===== src/hdl/mesp_pkg.sv =====
// Shared types, codes and result builders for the music event stream parser.
package mesp_pkg;

    localparam int DELAY_WIDTH_DEF = 24;
    localparam int DELAY_MS_W      = 24;
    localparam int FIFO_DEPTH      = 4;

    localparam logic [1:0] KIND_DELAY = 2'd0;
    localparam logic [1:0] KIND_EVENT = 2'd1;
    localparam logic [1:0] KIND_ERROR = 2'd2;

    localparam logic [7:0] CH_NONE = 8'hFF;

    typedef struct packed {
        logic [1:0]            kind;
        logic [3:0]            opcode_nibble;
        logic [7:0]            channel;
        logic [DELAY_MS_W-1:0] delay_ms;
        logic [7:0]            payload_first;
        logic [7:0]            payload_second;
        logic [7:0]            payload_third;
        logic [1:0]            payload_count;
        logic                  last_of_run;
    } t_result;

    // Up to two results produced by one input byte, in output order.
    typedef struct packed {
        logic [1:0] count;
        t_result    r0;
        t_result    r1;
    } t_push;

    function automatic t_result mk_delay(input logic [DELAY_MS_W-1:0] delay);
        t_result r;
        r                = '0;
        r.kind           = KIND_DELAY;
        r.channel        = CH_NONE;
        r.delay_ms       = delay;
        return r;
    endfunction

    function automatic t_result mk_event(input logic [3:0] op, input logic [7:0] ch,
                                         input logic [7:0] p0, input logic [7:0] p1,
                                         input logic [7:0] p2, input logic [1:0] cnt);
        t_result r;
        r                = '0;
        r.kind           = KIND_EVENT;
        r.opcode_nibble  = op;
        r.channel        = ch;
        r.payload_first  = p0;
        r.payload_second = p1;
        r.payload_third  = p2;
        r.payload_count  = cnt;
        return r;
    endfunction

    function automatic t_result mk_error();
        t_result r;
        r      = '0;
        r.kind = KIND_ERROR;
        return r;
    endfunction

endpackage


===== src/hdl/mesp_core.sv =====
// Input register, parse state and per-byte decode of the event stream.
module mesp_core #(
    parameter int DELAY_WIDTH = mesp_pkg::DELAY_WIDTH_DEF
) (
    input  logic                i_clk,
    input  logic                i_rst_n,
    input  logic                i_valid,
    output logic                o_ready,
    input  logic [7:0]          i_byte,
    input  logic                i_end,
    input  logic                i_room,
    output mesp_pkg::t_push     o_push
);

    localparam logic [1:0] PH_LEAD    = 2'd0;
    localparam logic [1:0] PH_PAYLOAD = 2'd1;
    localparam logic [1:0] PH_SKIP    = 2'd2;

    localparam logic [3:0] NIB_8 = 4'h8;
    localparam logic [3:0] NIB_9 = 4'h9;
    localparam logic [3:0] NIB_A = 4'hA;
    localparam logic [3:0] NIB_E = 4'hE;
    localparam logic [3:0] NIB_F = 4'hF;

    logic                   r_in_valid;
    logic [7:0]             r_in_byte;
    logic                   r_in_end;
    logic                   adv;

    logic [1:0]             r_phase, n_phase;
    logic [DELAY_WIDTH-1:0] r_delay_sum, n_delay_sum;
    logic                   r_pending, n_pending;
    logic [3:0]             r_opcode, n_opcode;
    logic [3:0]             r_channel, n_channel;
    logic [1:0]             r_needed, n_needed;
    logic [1:0]             r_held, n_held;
    logic [7:0]             r_store [2];
    logic [7:0]             n_store [2];

    assign adv     = r_in_valid && i_room;
    assign o_ready = !r_in_valid || i_room;

    always_ff @(posedge i_clk) begin
        if (!i_rst_n) begin
            r_in_valid <= 1'b0;
        end else if (o_ready) begin
            r_in_valid <= i_valid;
        end
    end

    always_ff @(posedge i_clk) begin
        if (i_valid && o_ready) begin
            r_in_byte <= i_byte;
            r_in_end  <= i_end;
        end
    end

    always_comb begin
        mesp_pkg::t_result      res [2];
        logic [1:0]             k;
        logic [1:0]             need;
        logic [2:0]             held_inc;
        logic [12:0]            add;
        logic [DELAY_WIDTH:0]   sum_wide;
        logic [31:0]            sum_ext;
        logic [3:0]             op;

        n_phase     = r_phase;
        n_delay_sum = r_delay_sum;
        n_pending   = r_pending;
        n_opcode    = r_opcode;
        n_channel   = r_channel;
        n_needed    = r_needed;
        n_held      = r_held;
        n_store     = r_store;
        res[0]      = '0;
        res[1]      = '0;
        k           = 2'd0;
        need        = (r_needed != 2'd0) ? r_needed : 2'd2;
        held_inc    = {1'b0, r_held} + 3'd1;
        add         = r_in_byte[6] ? {({1'b0, r_in_byte[5:0]} + 7'd1), 6'd0}
                                   : {6'd0, r_in_byte[6:0]};
        sum_wide    = {1'b0, r_delay_sum} + (DELAY_WIDTH+1)'(add);
        sum_ext     = '0;
        op          = r_in_byte[7:4];

        unique case (r_phase)
            PH_SKIP: begin
            end
            PH_PAYLOAD: begin
                if (held_inc >= {1'b0, need}) begin
                    if (need == 2'd3) begin
                        res[k[0]] = mesp_pkg::mk_event(r_opcode, {4'd0, r_channel},
                                        r_store[0], r_store[1], r_in_byte, need);
                    end else begin
                        res[k[0]] = mesp_pkg::mk_event(r_opcode, {4'd0, r_channel},
                                        r_store[0], r_in_byte, 8'd0, need);
                    end
                    k        = k + 2'd1;
                    n_phase  = PH_LEAD;
                    n_held   = 2'd0;
                    n_needed = 2'd0;
                end else begin
                    n_store[r_held[0]] = r_in_byte;
                    n_held             = held_inc[1:0];
                    if (r_in_end) begin
                        res[k[0]] = mesp_pkg::mk_error();
                        k         = k + 2'd1;
                        n_phase   = PH_SKIP;
                    end
                end
            end
            default: begin
                if (!r_in_byte[7]) begin
                    n_delay_sum = sum_wide[DELAY_WIDTH] ? '1 : sum_wide[DELAY_WIDTH-1:0];
                    n_pending   = 1'b1;
                end else begin
                    // Any pending delay goes out ahead of the lead's own result.
                    if (r_pending) begin
                        sum_ext     = 32'(r_delay_sum);
                        res[k[0]]   = mesp_pkg::mk_delay(sum_ext[mesp_pkg::DELAY_MS_W-1:0]);
                        k           = k + 2'd1;
                        n_pending   = 1'b0;
                        n_delay_sum = '0;
                    end
                    if (op == NIB_8 || op == NIB_9 || op == NIB_E || op == NIB_A) begin
                        n_opcode  = op;
                        n_channel = r_in_byte[3:0];
                        n_needed  = (op == NIB_A) ? 2'd3 : 2'd2;
                        n_held    = 2'd0;
                        n_phase   = PH_PAYLOAD;
                        if (r_in_end) begin
                            res[k[0]] = mesp_pkg::mk_error();
                            k         = k + 2'd1;
                            n_phase   = PH_SKIP;
                        end
                    end else if (op == NIB_F) begin
                        res[k[0]] = mesp_pkg::mk_event(op, mesp_pkg::CH_NONE,
                                        {4'd0, r_in_byte[3:0]}, 8'd0, 8'd0, 2'd1);
                        k         = k + 2'd1;
                    end else begin
                        res[k[0]] = mesp_pkg::mk_error();
                        k         = k + 2'd1;
                        n_phase   = PH_SKIP;
                    end
                end
            end
        endcase

        // Chunk end: flush what is still pending, then restart from reset state.
        if (r_in_end) begin
            if (n_phase != PH_SKIP && n_pending) begin
                sum_ext   = 32'(n_delay_sum);
                res[k[0]] = mesp_pkg::mk_delay(sum_ext[mesp_pkg::DELAY_MS_W-1:0]);
                k         = k + 2'd1;
            end
            n_phase     = PH_LEAD;
            n_delay_sum = '0;
            n_pending   = 1'b0;
            n_opcode    = 4'd0;
            n_channel   = 4'd0;
            n_needed    = 2'd0;
            n_held      = 2'd0;
        end

        if (k == 2'd2) begin
            res[1].last_of_run = 1'b1;
        end else if (k == 2'd1) begin
            res[0].last_of_run = 1'b1;
        end

        o_push.count = adv ? k : 2'd0;
        o_push.r0    = res[0];
        o_push.r1    = res[1];
    end

    always_ff @(posedge i_clk) begin
        if (!i_rst_n) begin
            r_phase     <= PH_LEAD;
            r_delay_sum <= '0;
            r_pending   <= 1'b0;
            r_opcode    <= 4'd0;
            r_channel   <= 4'd0;
            r_needed    <= 2'd0;
            r_held      <= 2'd0;
        end else if (adv) begin
            r_phase     <= n_phase;
            r_delay_sum <= n_delay_sum;
            r_pending   <= n_pending;
            r_opcode    <= n_opcode;
            r_channel   <= n_channel;
            r_needed    <= n_needed;
            r_held      <= n_held;
        end
    end

    always_ff @(posedge i_clk) begin
        if (adv) begin
            r_store <= n_store;
        end
    end

`ifndef SYNTHESIS
    // A lead byte always flushes the delay, so none can be pending mid-payload.
    a_no_delay_in_payload: assert property (@(posedge i_clk) disable iff (!i_rst_n)
        (r_phase == PH_PAYLOAD) |-> !r_pending)
        else $error("delay pending while collecting payload");

    a_end_restarts: assert property (@(posedge i_clk) disable iff (!i_rst_n)
        (adv && r_in_end) |=> (r_phase == PH_LEAD && !r_pending && r_held == 2'd0))
        else $error("parse state not restored after chunk end");
`endif

endmodule


===== src/hdl/mesp_result_fifo.sv =====
// Four-entry result queue: takes up to two results a cycle, hands out one.
module mesp_result_fifo (
    input  logic                i_clk,
    input  logic                i_rst_n,
    input  mesp_pkg::t_push     i_push,
    output logic                o_room,
    output logic                o_valid,
    input  logic                i_ready,
    output mesp_pkg::t_result   o_result
);

    localparam int PTR_W = $clog2(mesp_pkg::FIFO_DEPTH);
    localparam int CNT_W = PTR_W + 1;

    mesp_pkg::t_result r_mem [mesp_pkg::FIFO_DEPTH];
    logic [PTR_W-1:0]  r_wr_ptr;
    logic [PTR_W-1:0]  r_rd_ptr;
    logic [CNT_W-1:0]  r_count;
    logic              pop;
    logic [PTR_W-1:0]  wr_ptr_1;

    assign pop      = o_valid && i_ready;
    assign o_valid  = (r_count != '0);
    assign o_result = r_mem[r_rd_ptr];
    assign o_room   = (r_count <= CNT_W'(mesp_pkg::FIFO_DEPTH - 2));
    assign wr_ptr_1 = r_wr_ptr + PTR_W'(1);

    always_ff @(posedge i_clk) begin
        if (i_push.count != 2'd0) begin
            r_mem[r_wr_ptr] <= i_push.r0;
        end
        if (i_push.count == 2'd2) begin
            r_mem[wr_ptr_1] <= i_push.r1;
        end
    end

    always_ff @(posedge i_clk) begin
        if (!i_rst_n) begin
            r_wr_ptr <= '0;
            r_rd_ptr <= '0;
            r_count  <= '0;
        end else begin
            r_wr_ptr <= r_wr_ptr + PTR_W'(i_push.count);
            r_rd_ptr <= r_rd_ptr + PTR_W'(pop);
            r_count  <= r_count + CNT_W'(i_push.count) - CNT_W'(pop);
        end
    end

`ifndef SYNTHESIS
    a_no_overflow: assert property (@(posedge i_clk) disable iff (!i_rst_n)
        (i_push.count != 2'd0) |-> (r_count <= CNT_W'(mesp_pkg::FIFO_DEPTH - 2)))
        else $error("result pushed without room");

    a_count_bound: assert property (@(posedge i_clk) disable iff (!i_rst_n)
        r_count <= CNT_W'(mesp_pkg::FIFO_DEPTH))
        else $error("result queue count out of range");
`endif

endmodule


===== src/hdl/music_event_stream_parser.sv =====
// Top level of the music event stream parser: byte stream in, parsed results out.
//
// Takes an event chunk one byte per request on the slave side (tlast marks the
// chunk's final byte) and returns parsed results on the master side. Runs of
// delay bytes are summed (saturating at DELAY_WIDTH bits) into one delay
// result, flushed by the next lead byte or by the chunk end. Lead nibbles 8, 9
// and E carry two payload bytes, A carries three, F is reported at once with
// its low nibble as payload; B, C, D or a payload cut short by the chunk end
// give an error, after which the rest of the chunk is dropped. The state
// returns to its reset value after every chunk end. Timing: one byte is taken
// every cycle while the output side keeps up; a byte that causes two results
// (delay flush plus event or error) sends both out through the single result
// port, one after the other. A byte passes through the input register and
// then the four-entry result queue. The queue takes a new byte only while at
// least two entries are free, so the input side never waits on the output
// side's ready in the same cycle.
module music_event_stream_parser #(
    parameter int DELAY_WIDTH = mesp_pkg::DELAY_WIDTH_DEF
) (
    input  logic        i_clk,
    input  logic        i_rst_n,
    // Byte stream in
    input  logic        s_axis_tvalid,
    output logic        s_axis_tready,
    input  logic [7:0]  s_axis_tdata,   // [7:0] data_byte
    input  logic        s_axis_tlast,   // chunk_end
    // Results out
    output logic        m_axis_tvalid,
    input  logic        m_axis_tready,
    output logic [63:0] m_axis_tdata,   // [3:0] opcode_nibble, [11:4] channel,
                                        // [35:12] delay_ms, [43:36] payload_first,
                                        // [51:44] payload_second, [59:52] payload_third,
                                        // [61:60] payload_count, [63:62] zero
    output logic [1:0]  m_axis_tuser,   // [1:0] kind
    output logic        m_axis_tlast    // last_of_run
);

    mesp_pkg::t_push   push;
    mesp_pkg::t_result result;
    logic              room;

    mesp_core #(
        .DELAY_WIDTH (DELAY_WIDTH)
    ) u_core (
        .i_clk   (i_clk),
        .i_rst_n (i_rst_n),
        .i_valid (s_axis_tvalid),
        .o_ready (s_axis_tready),
        .i_byte  (s_axis_tdata),
        .i_end   (s_axis_tlast),
        .i_room  (room),
        .o_push  (push)
    );

    mesp_result_fifo u_fifo (
        .i_clk    (i_clk),
        .i_rst_n  (i_rst_n),
        .i_push   (push),
        .o_room   (room),
        .o_valid  (m_axis_tvalid),
        .i_ready  (m_axis_tready),
        .o_result (result)
    );

    // Pack result fields from the lowest bit up.
    assign m_axis_tdata = {2'b00,
                           result.payload_count,
                           result.payload_third,
                           result.payload_second,
                           result.payload_first,
                           result.delay_ms,
                           result.channel,
                           result.opcode_nibble};
    assign m_axis_tuser = result.kind;
    assign m_axis_tlast = result.last_of_run;

endmodule


===== config.mk =====
export PLATFORM = sky130hd
export DESIGN_NAME = music_event_stream_parser
export DESIGN_NICKNAME = d
export VERILOG_FILES = /design/src/hdl/mesp_pkg.sv /design/src/hdl/mesp_core.sv /design/src/hdl/mesp_result_fifo.sv /design/src/hdl/music_event_stream_parser.sv
export SDC_FILE = /design/constraint.sdc
export NUM_CORES = 1
export LEC_CHECK = 0
export BUFFER_PORTS_ARGS = -buffer_cell sky130_fd_sc_hd__buf_2
export CAP_MARGIN = 20
export CELL_PAD_IN_SITES_DETAIL_PLACEMENT = 1
export CELL_PAD_IN_SITES_GLOBAL_PLACEMENT = 2
export CORE_MARGIN = 3
export CORE_UTILIZATION = 35
export DETAILED_ROUTE_END_ITERATION = 7
export PLACE_DENSITY = 0.73
export SLEW_MARGIN = 20
export SYNTH_ARGS = -nofsm -noshare
export SYNTH_HDL_FRONTEND = slang
export SYNTH_SLANG_ARGS = --single-unit

===== constraint.sdc =====
create_clock -name i_clk -period 9.7 [get_ports i_clk]
set_input_delay 2.91 -clock i_clk [delete_from_list [all_inputs] [get_ports i_clk]]
set_output_delay 2.91 -clock i_clk [all_outputs]
set_load 0.005 [all_outputs]

-- Yosys cells after proc, flatten, opt, wreduce, memory -nomap -nowiden
Memories as Yosys holds them, arrays and structs flattened. A register that Yosys moved wholly into a read port is not among the register bits.
Cells that the tools add are included.
- flip-flop bits (word level): 72
- memory bits (writable): 260
- bits of input ports: 13
- output and inout bits: 69
- logic and storage cells: 160
- memories: 1
- memories (memory ; depth ; width ; read ports ; clocked after memory_dff ; wr ports ; RTL line ; text):
    u_fifo.r_mem ; 4 ; 65 ; 1 ; 1 ; 2 ; mesp_result_fifo.sv:15 ; mesp_pkg::t_result r_mem [mesp_pkg::FIFO_DEPTH];
- add/subtract/negate cells: 10
- magnitude comparators: 8
- equal/unequal tests: 15
- muxes and demuxes: 80
- bitwise logic cells: 7
- reductions and logical operators: 24
- operator list (operator ; number):
    130-bit 2-to-1 mux ; 6
    65-bit 2-to-1 mux ; 7
    130-bit bitwise mux ; 2
    65-bit demux with 1-bit select ; 2
    65-bit one-hot mux with 2 select lines ; 1
    128-bit AND ; 1
    128-bit NOT ; 1
    24-bit 2-to-1 mux ; 5
    59-bit 2-to-1 mux ; 1
    2-bit 2-to-1 mux ; 25
    4-bit 2-to-1 mux ; 8
    24-bit by 13-bit adder with 25-bit output ; 1
    4-bit == test, second input constant ; 5
    19-bit 2-to-1 mux ; 1
    16-bit bitwise mux ; 1
    2-bit one-hot mux with 2 select lines ; 4
    1-bit 2-to-1 mux ; 14
    13-bit 2-to-1 mux ; 1
    3-bit nonzero test ; 3
    8-bit demux with 1-bit select ; 1
    2-bit == test, second input constant ; 4
    8-bit 2-to-1 mux ; 1
    4-bit AND reduction ; 2
    2-bit nonzero test ; 4
    other kinds (24) ; 43

-- Longest topological paths before layout
Gate-level depths: netlist (run 1).
- word-level depth: 19
- gate-level depth with buffers: 15
- depth with buffers taken out: 14

-- Cells and area by module
Synthesis (run 1) repeated with hierarchy kept, for this count alone.
- cell total of the unflattened synthesis: 1294
- area, all modules: 17999.8 sq um
- by module, submodules not included (module ; times used ; cells an instance ; area an instance (sq um) ; sequential area each (sq um)):
    mesp_result_fifo ; 1 ; 674 ; 12976.2 ; 7947.6
    mesp_core ; 1 ; 617 ; 5004.8 ; 1551.5
    music_event_stream_parser ; 1 ; 3 ; 18.8 ; 0.0

-- Worst setup path before layout (run 1)
No wires, ideal clock.
- path kind: flip-flop to flip-flop
- start point: register u_core.r_held[0]
- end point: memory u_fifo.r_mem[0][0] (netlist name) (enable)
- library setup time: 0.568 ns
- arrival: 6.457 ns
- required time: 9.132 ns
- slack: 2.675 ns
- cell stages (with the launch flop): 9
- buffers on the path: 1
- period minus slack after synthesis: 7.025 ns
- path through: dfxtp_1 -> inv_1 -> fa_1 -> o31a_1 -> o31ai_2 -> or2_2 -> clkbuf_1 -> nor3b_1 -> o21ai_0
- RTL lines (element ; RTL line ; text):
    start, declared ; mesp_core.sv:36 ; logic [1:0] r_held, n_held;
    start signal, assigned ; mesp_core.sv:193 ; r_held <= n_held;
    end, declared ; mesp_result_fifo.sv:15 ;

==> results of run 1 <==
## power groups by stage
stage          logic, mW  registers, mW  clock network, mW
6_report           0.636           1.63               1.39
5_1_grt            0.697           1.64               1.47
4_1_cts            0.647           1.64               1.42
3_5_place_dp       0.642           1.66                  0
3_3_place_gp       0.630           1.66                  0
2_1_floorplan      0.472           1.60                  0
## sequential cells by signal (all words and copies together), names as in the netlist, 3 cells and up
signal	flops
u_core.r_opcode	4
u_core.r_in_byte	8
u_core.r_channel	4
u_core.r_store	16
u_core.r_delay_sum	24
u_fifo.r_mem	248
u_fifo.r_count	3
## worst max-delay path, stage by stage, from the launching register on
cell and delay [ns]:
dfxtp_4 0.70, buf_4 0.74, mux4_2 0.61, buf_2 0.15
## synthesized netlist by cell type, drive strengths merged (3+ instances only)
cell type / count / area share
a21oi: 76 / 0.024
a211oi: 6 / 0.0032
xnor2: 19 / 0.012
nand2b: 8 / 0.0032
clkbuf: 44 / 0.011
o21ai: 75 / 0.025
xor2: 5 / 0.0028
nand4: 8 / 0.0032
a2bb2oi: 4 / 0.0022
and3: 5 / 0.0020
o211ai: 5 / 0.0024
nor2b: 10 / 0.0040
o311ai: 4 / 0.0022
nor3: 14 / 0.0061
dfxtp: 47 / 0.060
o31ai: 7 / 0.0037
mux2: 9 / 0.0065
fa: 3 / 0.0038
o22ai: 94 / 0.038
nand2: 102 / 0.024
or3: 6 / 0.0024
mux2i: 5 / 0.0040
nor4: 3 / 0.0016
a31oi: 11 / 0.0044
o221ai: 4 / 0.0022
nor2: 171 / 0.045
buf: 47 / 0.016
inv: 15 / 0.0036
o211a: 3 / 0.0019
and2: 17 / 0.0069
or2: 7 / 0.0028
a22oi: 25 / 0.012
edfxtp: 273 / 0.52
nand3: 24 / 0.0077
mux4: 62 / 0.089
a21o: 7 / 0.0034
o21a: 3 / 0.0014
ha: 25 / 0.020
## per-layer routing
metal	vias up	global-route usage	part of all wire
met5	-	0	0.00026
met4	2	0.04457	0.016
met3	56	0.03511	0.064
met2	375	0.3119	0.43
met1	5790	0.3189	0.48
li1	5009	-	-
## cells by family after synthesis
logic type      count (synthesis)  share of synthesized area
fa+ha+maj                      28                    0.02378
mux                            76                    0.09951
simple gates                  381                     0.1122
xor+xnor                       24                    0.01484
buf+inv                       106                    0.02993
flops                         320                     0.5829
compound gates                341                     0.1366
other cells                     1                  0.0002392
## path summary, 6_finish.rpt
path                                             start                endpoint  slack (ns)  cells past startpoint
worst max-delay path                u_fifo.r_rd_ptr[0]        m_axis_tdata[12]        4.03                      3
worst min-delay path            u_core.r_delay_sum[20]  u_core.r_delay_sum[20]        0.50                      2
worst max register to register      u_core.r_needed[0]     u_fifo.r_mem[0][37]        5.17                      9
worst min register to register  u_core.r_delay_sum[20]  u_core.r_delay_sum[20]        0.50                      2
## layout make-up
type	instances	area, sq um	share of cell area
flip-flops and latches	320	9146	0.5148
multi-input cells	852	6133	0.3452
clock buffers	55	1055	0.05936
well taps	585	732.0	0.04119
repair buffers	93	500.5	0.02817
clock inverters	13	145.1	0.008168
inverters	15	56.30	0.003169
## stage by stage
stage	cells	utilization
floorplan	1278	-
global placement	1865	0.3793
detailed placement	1865	0.3796
CTS	1933	0.4071
global route	1933	0.4071
finish	1933	0.4071
==> impl_metrics.ini, run 1 <==
[floorplan]
num_rows = 76
fp.dieW_microns = 217.7
fp.dieH_microns = 217.7
start_util = 0.3592
die-area_sq_um = 47370
core_area_sq_um = 43650
pin_count = 82

[drt]
dr.pass1.iters = 5
drt_iter0_drc = 1020
via_per_inst = 5.811
antenna_left = 0
wl_per_cell_microns = 25.66
wl_microns = 49610
via_count = 11230
drc = 0

[logic_synthesis]
ys_warn_count = 0
yosysUniqueCellTypes = 77
ys.flop_type = edfxtp_1
synth_area_sq_um = 15680
synth_edf_count = 273
synth-seq-area-share = 0.5829
syn_inst = 1277
async_reset_ff_frac = 0
syn_avg_cell_area_sq_um = 12.28
synth_seq_cells = 320

[grt]
overflow = 0
grt_first_pass_wirelength_microns = 75130
grt_util_all_layers = 0.2085
grt_pass1_vias = 11710
grt_max_degree = 64
antenna_found_initial = 1

[pwr]
p_sw_uw = 989.1
clockPowerShare = 0.380
p_comb_frac = 0.174
power_frac_seq = 0.446
powerDensity_nw_per_um2 = 206.0
finalPower_mw = 3.660
internal_power_mw = 2.671
swShare = 0.2702
peakVddDrop_uv = 169.7
cellLeakagePower_nw = 6.189

[worst_setup_path]
endpoint_kind = primary output
arrival_ns = 2.76
required_ns = 6.79
path_max_fanout = 42
crit_type = flip-flop to primary output
cp-start-kind = flip-flop

[sta]
setup-violations-final = 0
hold_slack_ns = 0.5000
finalWorstSetupSlack_ns = 4.028
finalCriticalPeriod_ns = 5.672
fin_crit_sh = 0.5847
totalNegativeSetupSlack_ns = 0
skew_ns = 0.008862
hold_violations = 0
slew_violations = 0
relSlewSlack = 0.2526
rsz0062_at_grt = false
worstMarginPinSlew_ns = 1.121
fmax_ghz = 0.1763

[finish]
fillers = 4634
syn_to_final_growth_pct = 13.33
finalInstanceArea_sq_um = 17770
diodes = 0
final_common_cell = edfxtp_1
layout_common_cells = 273 x edfxtp_1, 166 x nor2_1, 102 x nand2_1
nets = 1360
drive_gt1_frac = 0.1958

[clock_tree]
hold_buffers = 0
ctsResizeCount = 0
clk-insertion-delay-late_ns = 0.54
root_buffer = clkbuf_16
clk_path_buf_depth = 3
cts.sink_count = 320
cts-htree-levels = 2
clk_pin_slew_ns = 0.06
cts_tree = built
cts_setup_buffers = 0
numCtsBuffers = 37

[placement]
dp_hpwl_microns = 31360
pre_cts_slack_ns = 4.500
place_area_sq_um = 16570
portBuffers = 79
gp_congestion = 0.8336

[min_path]
min_path_type = flip-flop to flip-flop

[run]
drv_cap = 0

[status]
status = complete, no violations
(Power assumes the default switching activity.)
==> run 2: changes to the inputs <==
- PLACE_DENSITY: 0.73 -> 0.76
- clock period: 9.7 -> 5.05 ns (I/O delays scaled with it)
==> impl_metrics.ini, run 2 (synthesis gave the netlist of run 1 again) <==
[status]
status = complete, no violations

[grt]
grt_util_all_layers = 0.2170
overflow = 0
grt_first_pass_wirelength_microns = 77850
grt_max_degree = 63
antenna_found_initial = 0
grt_pass1_vias = 12020

[drt]
antenna_left = 0
drt_iter0_drc = 887
via_count = 11350
dr.pass1.iters = 5
via_per_inst = 5.826
wl_microns = 51330
wl_per_cell_microns = 26.35
drc = 0

[finish]
syn_to_final_growth_pct = 14.17
fillers = 4614
top_register = u_fifo.r_mem
drive_gt1_frac = 0.2054
top_regs = u_fifo.r_mem: 248 flops, u_core.r_delay_sum: 24 flops, u_core.r_store: 16 flops
finalInstanceArea_sq_um = 17900
layout_common_cells = 273 x edfxtp_1, 166 x nor2_1, 102 x nand2_1
largest_reg_flops = 248
utilization = 0.4101
diodes = 0
nets = 1375
fin_cells = 1948
final_common_cell = edfxtp_1

[clock_tree]
clk-insertion-delay-late_ns = 0.55
numCtsBuffers = 37
clk_path_buf_depth = 3
hold_buffers = 0
cts_setup_buffers = 0
root_buffer = clkbuf_16
clk_pin_slew_ns = 0.06
ctsResizeCount = 0
cts_tree = built
cts-htree-levels = 2
cts.sink_count = 320

[placement]
dp_hpwl_microns = 32760
place_area_sq_um = 16740
dp.cells = 1880
gp_congestion = 0.8673
portBuffers = 79

[floorplan]
fp.dieW_microns = 217.7
num_rows = 76
core_area_sq_um = 43650
pin_count = 82
start_util = 0.3592
die-area_sq_um = 47370
fp.dieH_microns = 217.7

[worst_setup_path]
crit_type = flip-flop to flip-flop
arrival_ns = 4.50
cp-start-kind = flip-flop
path_max_fanout = 55
timing.rr.start = u_core.r_needed[0]
cp-startpoint = u_core.r_needed[0]
required_ns = 5.31
endpoint_kind = flip-flop

[sta]
setup-violations-final = 0
finalCriticalPeriod_ns = 4.247
rsz0062_at_grt = false
totalNegativeSetupSlack_ns = 0
fin_crit_sh = 0.8409
hold_slack_ns = 0.5019
hold_violations = 0
relSlewSlack = 0.2302
slew_violations = 0
fmax_ghz = 0.2355
worstMarginPinSlew_ns = 1.148
skew_ns = 0.01807

[pwr]
cellLeakagePower_nw = 6.267
powerDensity_nw_per_um2 = 392.7
peakVddDrop_uv = 235.7

[run]
drv_cap = 0

[min_path]
worstHoldStart = u_core.r_channel[2]
min_path_type = flip-flop to flip-flop
-- run 2: cell count changes in the layout (fill, tap and decap cells not counted), sizes merged --
cell	delta
clkbuf	-11
buf	+15
clkinv	+12
bufinv	-1
-- run 2: through the flow --
stage / setup slack (ns) / power, mW
4_1_cts: 0.7926 / 7.100
6_report: 0.8032 / 7.029
2_1_floorplan: -0.3117 / 3.967
3_3_place_gp: 0.8722 / 4.514
3_5_place_dp: 0.7976 / 4.538
5_1_grt: 0.5666 / 7.310
-- run 2: final cells by class --
class	count	area [sq um]	area share
Sequential cell	320	9144	0.5108
Clock buffer	44	962.2	0.05375
Multi-Input combinational cell	852	6137	0.3429
Timing Repair Buffer	108	675.6	0.03775
Inverter	15	56.30	0.003146
Tap cell	585	732.0	0.04089
Clock inverter	24	192.7	0.01076
-- run 2: power breakdown --
group          total, mW  switching (mW)  internal, mW
clock network       2.58            1.14          1.43
logic               1.33           0.707         0.621
registers           3.12           0.152          2.97
-- run 2: critical path, cell delays in order (launching register included) --
cell      delay, ns
dfxtp_1        0.49
nand2b_1       0.16
fa_1           0.51
o311ai_0       0.45
a22oi_2        0.25
o21bai_2       0.33
and2_1         0.40
nor2_8         0.96
xnor2_2        0.24
o22ai_1        0.14
-- run 2: worst paths after layout --
path / end / slack, ns / cells after the start
max: u_fifo.r_mem[3][22] / 0.80 / 9
min: u_core.r_channel[2] / 0.50 / 2
max reg2reg: u_fifo.r_mem[3][22] / 0.80 / 9
min reg2reg: u_core.r_channel[2] / 0.50 / 2
-- run 2: metal layers --
metal | GRT usage | share of wire
met5 | 0 | 0
met4 | 0.06001 | 0.026
met3 | 0.03163 | 0.056
met2 | 0.3636 | 0.48
met1 | 0.2960 | 0.44
